### src/rtl/fwpmd_pkg.sv
package fwpmd_pkg;

  localparam int COUNT_W    = 16;
  localparam int DUTY_W     = 13;
  localparam int DRIVE_W    = 2;
  localparam int GAIN_W     = 16;
  localparam int LIMIT_W    = 16;
  localparam int CFG_IDX_W  = 3;
  localparam int CFG_DATA_W = 16;
  localparam int ERR_W      = 19;
  localparam int INTEG_W    = 17;

  // speed = count * SPEED_SCALE / counts_per_rev
  localparam int SPEED_SCALE = 6000;
  localparam int SCALE_W     = 13;
  localparam int PROD_W      = COUNT_W + SCALE_W + 1;
  // |count * SPEED_SCALE| stays below 2**MAG_W
  localparam int MAG_W       = 28;
  localparam int RECIP_W     = MAG_W + 1;
  localparam int SPEED_W     = MAG_W + 1;
  localparam int DIFF_W      = SPEED_W + 1;

  localparam logic signed [ERR_W-1:0] ERR_MAX = {1'b0, {(ERR_W-1){1'b1}}};
  localparam logic signed [ERR_W-1:0] ERR_MIN = {1'b1, {(ERR_W-1){1'b0}}};

  // pipeline: stage index of the register that feeds each stateful step
  localparam int STAGES   = 8;
  localparam int ST_INTEG = 4;
  localparam int ST_DUTY  = 7;

  localparam int MOTOR_COUNT_DEF    = 4;
  localparam int COUNTS_PER_REV_DEF = 1560;
  localparam int SWAPPED_MOTOR      = 3;

  localparam logic [CFG_IDX_W-1:0] REG_GAIN_P         = 3'd0;
  localparam logic [CFG_IDX_W-1:0] REG_GAIN_I         = 3'd1;
  localparam logic [CFG_IDX_W-1:0] REG_GAIN_D         = 3'd2;
  localparam logic [CFG_IDX_W-1:0] REG_INTEGRAL_LIMIT = 3'd3;
  localparam logic [CFG_IDX_W-1:0] REG_DUTY_LIMIT     = 3'd4;

  localparam logic [GAIN_W-1:0]  GAIN_P_RST         = 16'd6144;
  localparam logic [GAIN_W-1:0]  GAIN_I_RST         = 16'd768;
  localparam logic [GAIN_W-1:0]  GAIN_D_RST         = 16'd0;
  localparam logic [LIMIT_W-1:0] INTEGRAL_LIMIT_RST = 16'd10000;
  localparam logic [DUTY_W-1:0]  DUTY_LIMIT_RST     = 13'd7000;

  typedef enum logic [DRIVE_W-1:0] {
    DRIVE_OFF = 2'd0,
    DRIVE_FWD = 2'd1,
    DRIVE_REV = 2'd2
  } drive_t;

  typedef struct packed {
    logic [GAIN_W-1:0]  gain_p;
    logic [GAIN_W-1:0]  gain_i;
    logic [GAIN_W-1:0]  gain_d;
    logic [LIMIT_W-1:0] integral_limit;
    logic [DUTY_W-1:0]  duty_limit;
  } cfg_t;

  typedef struct packed {
    logic              adv;
    logic [STAGES-1:0] vld;
  } ctrl_t;

endpackage

### src/rtl/fwpmd_merge.sv
module fwpmd_merge
  import fwpmd_pkg::*;
#(
  parameter int MOTOR_COUNT = MOTOR_COUNT_DEF,
  parameter int OUT_W       = ((MOTOR_COUNT * (DUTY_W + DRIVE_W) + 7) / 8) * 8
) (
  input  logic                                 clk,
  input  logic                                 rst_n,
  input  ctrl_t                                ctrl,
  input  logic [MOTOR_COUNT-1:0][DUTY_W-1:0]   lane_duty,
  input  logic [MOTOR_COUNT-1:0][DRIVE_W-1:0]  lane_drive,
  output logic                                 out_tvalid,
  output logic [OUT_W-1:0]                     out_tdata
);

  localparam int DRV_BASE = MOTOR_COUNT * DUTY_W;

  logic             out_tvalid_r;
  logic [OUT_W-1:0] out_tdata_r, out_tdata_nxt;

  // all duties first, then all pin codes
  always_comb begin
    out_tdata_nxt = '0;
    for (int m = 0; m < MOTOR_COUNT; m++) begin
      out_tdata_nxt[m*DUTY_W +: DUTY_W]              = lane_duty[m];
      out_tdata_nxt[DRV_BASE + m*DRIVE_W +: DRIVE_W] = lane_drive[m];
    end
  end

  always_ff @(posedge clk) begin
    if (!rst_n) begin
      out_tvalid_r <= 1'b0;
    end else if (ctrl.adv) begin
      out_tvalid_r <= ctrl.vld[ST_DUTY];
    end
  end

  always_ff @(posedge clk) begin
    if (ctrl.adv) begin
      out_tdata_r <= out_tdata_nxt;
    end
  end

  assign out_tvalid = out_tvalid_r;
  assign out_tdata  = out_tdata_r;

endmodule

### config.mk
export PLATFORM = sky130hd
export DESIGN_NAME = fwpmd_merge
export DESIGN_NICKNAME = d
export VERILOG_FILES = /design/src/rtl/fwpmd_pkg.sv /design/src/rtl/fwpmd_merge.sv
export SDC_FILE = /design/constraint.sdc
export NUM_CORES = 1
export LEC_CHECK = 0
export BUFFER_PORTS_ARGS = -buffer_cell sky130_fd_sc_hd__buf_4
export CAP_MARGIN = 30
export CORE_MARGIN = 2
export CORE_UTILIZATION = 39
export CTS_CLUSTER_DIAMETER = 100
export DETAILED_ROUTE_END_ITERATION = 12
export PLACE_DENSITY = 0.82
export SLEW_MARGIN = 25
export SYNTH_ARGS = -nofsm -noshare
export SYNTH_HDL_FRONTEND = slang
export SYNTH_SLANG_ARGS = --single-unit
### constraint.sdc
create_clock -name clk -period 0.8 [get_ports clk]
set_input_delay 0.04 -clock clk [delete_from_list [all_inputs] [get_ports clk]]
set_output_delay 0.04 -clock clk [all_outputs]
set_load 0.005 [all_outputs]
# Word-level counts from Yosys, hierarchy flattened

Cells that the tools add are included.

Output and inout bits: 65
Bits of input ports: 71
Word-level logic and storage cells: 2
Register bits after elaboration: 61

# Longest topological paths before layout

Gate-level depths: netlist (run 1).

Word-level depth: 0
Gate-level depth with buffers: 2
Mapped depth without buffers: 2

# Worst setup path after synthesis (run 1)

Ideal clock, no wire load.

Kind: register to register
Start point: register out_tvalid (netlist name)
End point: register out_tvalid_r, in the netlist out_tvalid
Setup slack: 0.227 ns
Clock period less this slack: 0.573 ns
Cell stages (with the launch flop): 3
Required time: 0.684 ns
Buffers on the path: 0
Library setup time: 0.116 ns
Arrival: 0.457 ns
Path through: dfxtp_1 mux2i_1 nor2b_1

RTL lines:

| item                   | line              | source |
|---|---|---|
| end signal: assignment | fwpmd_merge.sv:34 | `out_tvalid_r <= ctrl.vld[ST_DUTY];` |
| end: declaration       | fwpmd_merge.sv:18 | `logic out_tvalid_r;` |

# Worst setup path after layout (run 1)

Start point: register out_tdata_r[27], in the netlist out_tdata[27]
End point: output out_tdata[27]

RTL lines:

| item                     | line              | source |
|---|---|---|
| start: declaration       | fwpmd_merge.sv:19 | `logic [OUT_W-1:0] out_tdata_r, out_tdata_nxt;` |
| start signal: assignment | fwpmd_merge.sv:40 | `out_tdata_r <= out_tdata_nxt;` |
| end: declaration         | fwpmd_merge.sv:13 | `output logic [OUT_W-1:0] out_tdata` |

No word-level cell between the ends.

==> run_results.csv, run 1 <==
group,metric,value,unit
sta,final.setup_skew,0,ps
floorplan,die_h,73.3,um
sta,slew_violations,0,
worst_hold_path,hold_class,"input port to flip-flop",
cts,cts.sink_count,61,
grt,grtUsageTotal,0.188,
sta,finalSetupTns,-4270,ps
synth,synth_area,0.00187,mm^2
pwr,power_density,2110,mW/mm^2
synth,synthTopCellsByCount,"edfxtp_1 (60), buf_4 (4)",
synth,synthArstFlopShare,0,
setup_path,worst_ep_arrival_time,880,ps
cts,worstSkewPairLatency,320,ps
setup_path,critPathTopFamily,"flip-flops",
setup_path,worstPathRequired,760,ps
synth,ys_warn_count,0,
synth,synth.most_common_cell,"edfxtp_1",
synth,synth.avg_cell_area,27.5,um^2
synth,synth_top_area_share,0.963,
synth,ys.flop_type,"edfxtp_1",
synth,syn-instance-count,68,
grt,grt_pass1_vias,1490,
synth,synth_area_leaders,"edfxtp_1 (96%), buf_4 (1.6%), dfxtp_1 (1.1%), mux2i_1 (0.53%), nor2b_1 (0.33%)",
synth,synth_cell_types,6,
run_status,status,"complete, but fails checks",
drt,wirelength,5.06,mm
setup_path,path_class,"flip-flop to output port",
cts,htree_levels,3,
cts,cts_setup_buffers,0,
sta,setup_slack,-116,ps
pwr,p_leak,0.00163,uW
grt,grt_pass1_wl,7.11,mm
placement,placement.io_buffers,124,
floorplan,dieArea,0.00537,mm^2
pwr,ir_drop,1.63,mV
drt,routed_via_density,4.25,
synth,ys_seq_area_frac,0.973,
synth,ys_seq_elements,61,
setup_path,end_kind,"output port",
synth,synth_area_leader_cell,"edfxtp_1",
cts,cts_tree,"yes",
drt,routedWlPerCell,15.6,um
synth,synth_edf_count,60,
sta,rsz0062_at_grt,"yes",
cts,clockBufferDepth,2,
finish,antenna_cells,0,
setup_path,crit_buf_inv,1,
finish,n_fill_cell,239,
sta,final_hold_viol_count,0,
setup_path,critPathMaxFanout,1,
drt,drt_iter0_drc,94,
run_status,violations,"negative setup slack",
floorplan,num_rows,25,
sta,fin_crit_sh,1.14,
setup_path,slowest_stage,"edfxtp_1",
finish,final_net_count,337,
setup_path,max_stage_delay,420,ps
placement,dp_hpwl,3.06,mm
floorplan,core,0.00466,mm^2
drt,dr_total_vias,1382,
cts,clk_pin_slew_worst_paths,70,ps
finish,area_delta_synth_final,104,%
floorplan,ios,136,
sta,setup_violations,60,
run,maxCapViolCount,0,
finish,final_util,0.818,
sta,fin_hold_ws,171,ps
drt,antenna_left,0,
grt,grt_max_degree,33,
setup_path,start_kind,"flip-flop",
placement,gp_congestion,0.636,
sta,fmax,1090,MHz
setup_path,path_cells,"buf_6",
finish,drive_above_1_share,0.513,
floorplan,initial_core_util,0.402,
cts,numCtsBuffers,9,
grt,antenna_found_initial,0,
sta,min_period,916,ps
drt,dr.pass1.iters,4,
cts,cts-root-buf,"clkbuf_8",
floorplan,die_w,73.3,um
drt,drc,0,
grt,grt.overflow.total,0,
-- flip-flops by register name, indices dropped and copies added (netlist names) --
| signal | cells |
|---|---|
| out_tdata | 60 |
| out_tvalid | 1 |
-- stage by stage --
step / cells / power [uW] / setup slack (ps) / instance area, um^2
4_1_cts: 325 / 8040 / -127 / 3750
2_1_floorplan: 71 / 3980 / 227 / 1880
3_5_place_dp: 247 / 4660 / 30.9 / 2890
6_report: 325 / 8060 / -116 / 3810
3_3_place_gp: 247 / 4640 / 73.1 / 2890
5_1_grt: 325 / 8310 / -150 / 3810
-- cell usage in the layout, fill, tap and decap left out --
master and n:
nor2b_1 1, edfxtp_1 60, clkbuf_1 1, dlygate4sd3_1 62, conb_1 4, dfxtp_2 1, clkbuf_8 9, buf_12 2
mux2i_1 1, clkinv_1 3, bufinv_16 3, buf_4 105, buf_6 19
-- final cells by class --
type / instances / area, um^2 / share of cell area
flip-flops and latches: 61 / 1820 / 0.478
repair buffers: 188 / 1660 / 0.436
clock buffers: 10 / 128 / 0.0335
clock inverters: 6 / 101 / 0.0266
well taps: 54 / 67.6 / 0.0177
multi-input cells: 6 / 31.3 / 0.00820
-- what timing repair did --
item	in CTS	in global routing
resized for setup	3	17
pin swaps	0	0
setup endpoints to repair	61	61
cloned	0	0
hold endpoints to repair	61	0
hold buffers	62	0
-- kinds of logic (layout without fill, tap and decap cells) --
family                 Yosys count  count (layout)  synth area share
buffers and inverters            4             204            0.0160
flip-flops                      61              61             0.973
multiplexers                     1               1           0.00535
other                            1               4           0.00200
AND/OR/NAND/NOR                  1               1           0.00334
-- where the power goes --
| group | switching [uW] | total (uW) | internal [uW] |
|---|---|---|---|
| registers | 89.5 | 3880 | 3790 |
| clock network | 1110 | 3150 | 2040 |
| logic | 302 | 1030 | 728 |
-- routing by layer --
metal,global-route usage,share of wire,vias up
met5,0,0,-
met4,0.0741,0.013,0
met3,0.0645,0.082,9
met2,0.340,0.54,86
met1,0.198,0.36,631
li1,-,-,656
-- worst paths after layout --
kind / to / slack, ps / depth (start not counted) / start
worst max-delay path: out_tdata[27] / -120 / 1 / out_tdata[27]
worst min-delay path: out_tdata[41] / 170 / 2 / ctrl[8]
worst max register to register: out_tvalid / 130 / 2 / out_tvalid
worst min register to register: out_tvalid / 580 / 2 / out_tvalid
Note: power is estimated with default switching activity, not from simulation.
==> run 2: changes to the inputs <==
--- a/config.mk
+++ b/config.mk
@@ -11,7 +11,7 @@
 export CORE_UTILIZATION = 39
 export CTS_CLUSTER_DIAMETER = 100
 export DETAILED_ROUTE_END_ITERATION = 12
-export PLACE_DENSITY = 0.82
+export PLACE_DENSITY = 0.79
 export SLEW_MARGIN = 25
 export SYNTH_ARGS = -nofsm -noshare
 export SYNTH_HDL_FRONTEND = slang
==> run_results.csv, run 2 (same netlist as run 1, synthesis figures left out) <==
group,metric,value,unit
run_status,status,"complete, but fails checks",
run_status,violations,"negative setup slack",
cts,htree_levels,3,
cts,worstSkewPairLatency,310,ps
finish,final_cell_mix,"buf_4 (101), dlygate4sd3_1 (62), edfxtp_1 (60), buf_6 (23), clkbuf_8 (11)",
setup_path,crit_buf_inv,1,
grt,antenna_found_initial,0,
drt,dr_total_vias,1426,
cts,cts_setup_buffers,0,
finish,multi_input_area,31.3,um^2
grt,met3_usage,0.0658,
placement,gp_congestion,0.629,
grt,grt.overflow.total,0,
finish,final_net_count,337,
drt,antenna_left,0,
floorplan,dieArea,0.00537,mm^2
drt,routedWlPerCell,15.0,um
cts,numCtsBuffers,9,
placement,dp_cells,247,
cts,cts.sink_count,61,
finish,antenna_cells,0,
grt,use_met2,0.299,
drt,drc,0,
setup_path,slowest_stage,"edfxtp_1",
finish,final_cell_area,0.00377,mm^2
sta,final.setup_skew,0,ps
finish,seq_area,0.00182,mm^2
placement,placement.io_buffers,124,
drt,wirelength,4.89,mm
setup_path,worst_ep_arrival_time,870,ps
drt,drt_iter0_drc,101,
cts,cts-root-buf,"clkbuf_8",
pwr,p_total,7250,uW
finish,largest_reg_flops,60,
finish,n_fill_cell,261,
floorplan,die_h,73.3,um
worst_hold_path,hold_class,"input port to flip-flop",
grt,grt_pass1_vias,1414,
grt,grtUsageTotal,0.178,
finish,final_common_cell,"buf_4",
setup_path,end_kind,"output port",
drt,routed_via_density,4.39,
sta,fin_crit_sh,1.14,
setup_path,path_class,"flip-flop to output port",
setup_path,critPathTopFamily,"flip-flops",
finish,area_delta_synth_final,101,%
placement,place_area,0.00289,mm^2
setup_path,path_cells,"buf_6",
placement,place_ws,85.3,ps
sta,rsz0062_at_grt,"yes",
floorplan,initial_core_util,0.402,
cts,cts_tree,"yes",
setup_path,max_stage_delay,420,ps
pwr,ir_drop,1.29,mV
finish,final_cell_count_no_fill,325,
grt,grt_pass1_wl,6.78,mm
pwr,power_density,1920,mW/mm^2
cts,clk_pin_slew_worst_paths,60,ps
grt,gr-max-usage-layer,"met2",
grt,grt_use_met1,0.198,
floorplan,num_rows,25,
run,maxCapViolCount,0,
placement,dp_hpwl,2.81,mm
floorplan,ios,136,
cts,clockBufferDepth,2,
pwr,p_leak,0.00161,uW
setup_path,start_kind,"flip-flop",
sta,fmax,1100,MHz
sta,setup_violations,60,
floorplan,die_w,73.3,um
sta,min_period,910,ps
grt,grt_max_degree,38,
sta,final_hold_viol_count,0,
sta,setup_slack,-110,ps
setup_path,critPathMaxFanout,1,
floorplan,core,0.00466,mm^2
finish,drive_above_1_share,0.513,
setup_path,worstPathRequired,760,ps
sta,slew_violations,0,
drt,dr.pass1.iters,4,
## run 2: report_power, final
group          switching [uW]  total (uW)  internal (uW)  leakage (uW)
Combinational             304        1040            737      0.000923
Sequential               94.9        3890           3800      0.000596
Clock                    1020        2310           1290     0.0000877
## run 2: final cells by class
type / instances / share of cell area
clock buffers: 15 / 0.0441
multi-input cells: 6 / 0.00829
repair buffers: 188 / 0.445
clock inverters: 1 / 0.00133
flip-flops and latches: 61 / 0.483
well taps: 54 / 0.0179
## run 2: worst paths after layout
check,cells past startpoint,start,to,slack (ps)
worst max-delay path,1,out_tdata[19],out_tdata[19],-110
worst min-delay path,2,ctrl[8],out_tdata[10],160
worst max register to register,2,out_tvalid,out_tvalid,190
worst min register to register,2,out_tvalid,out_tvalid,540
## run 2: timing repair
item                                    in CTS  in global routing
gates resized for setup                      2                 22
hold buffers                                62                  0
endpoints found under the setup margin      61                 61
hold endpoints to repair                    61                  0
pin swaps                                    0                  0
## run 2: routing by layer
| metal | part of all wire | vias to the layer above |
|---|---|---|
| met1 | 0.39 | 694 |
| met3 | 0.072 | 6 |
| met2 | 0.53 | 70 |
| met5 | 0 | - |
| li1 | - | 656 |
| met4 | 0.0082 | 0 |
## run 2: stage by stage
stage	utilization	hold slack [ps]	setup TNS [ps]
2_1_floorplan	-	139	0
3_3_place_gp	0.620	218	0
3_5_place_dp	0.620	219	0
4_1_cts	0.791	148	-4870
5_1_grt	0.809	160	-6610
6_report	0.809	161	-4000
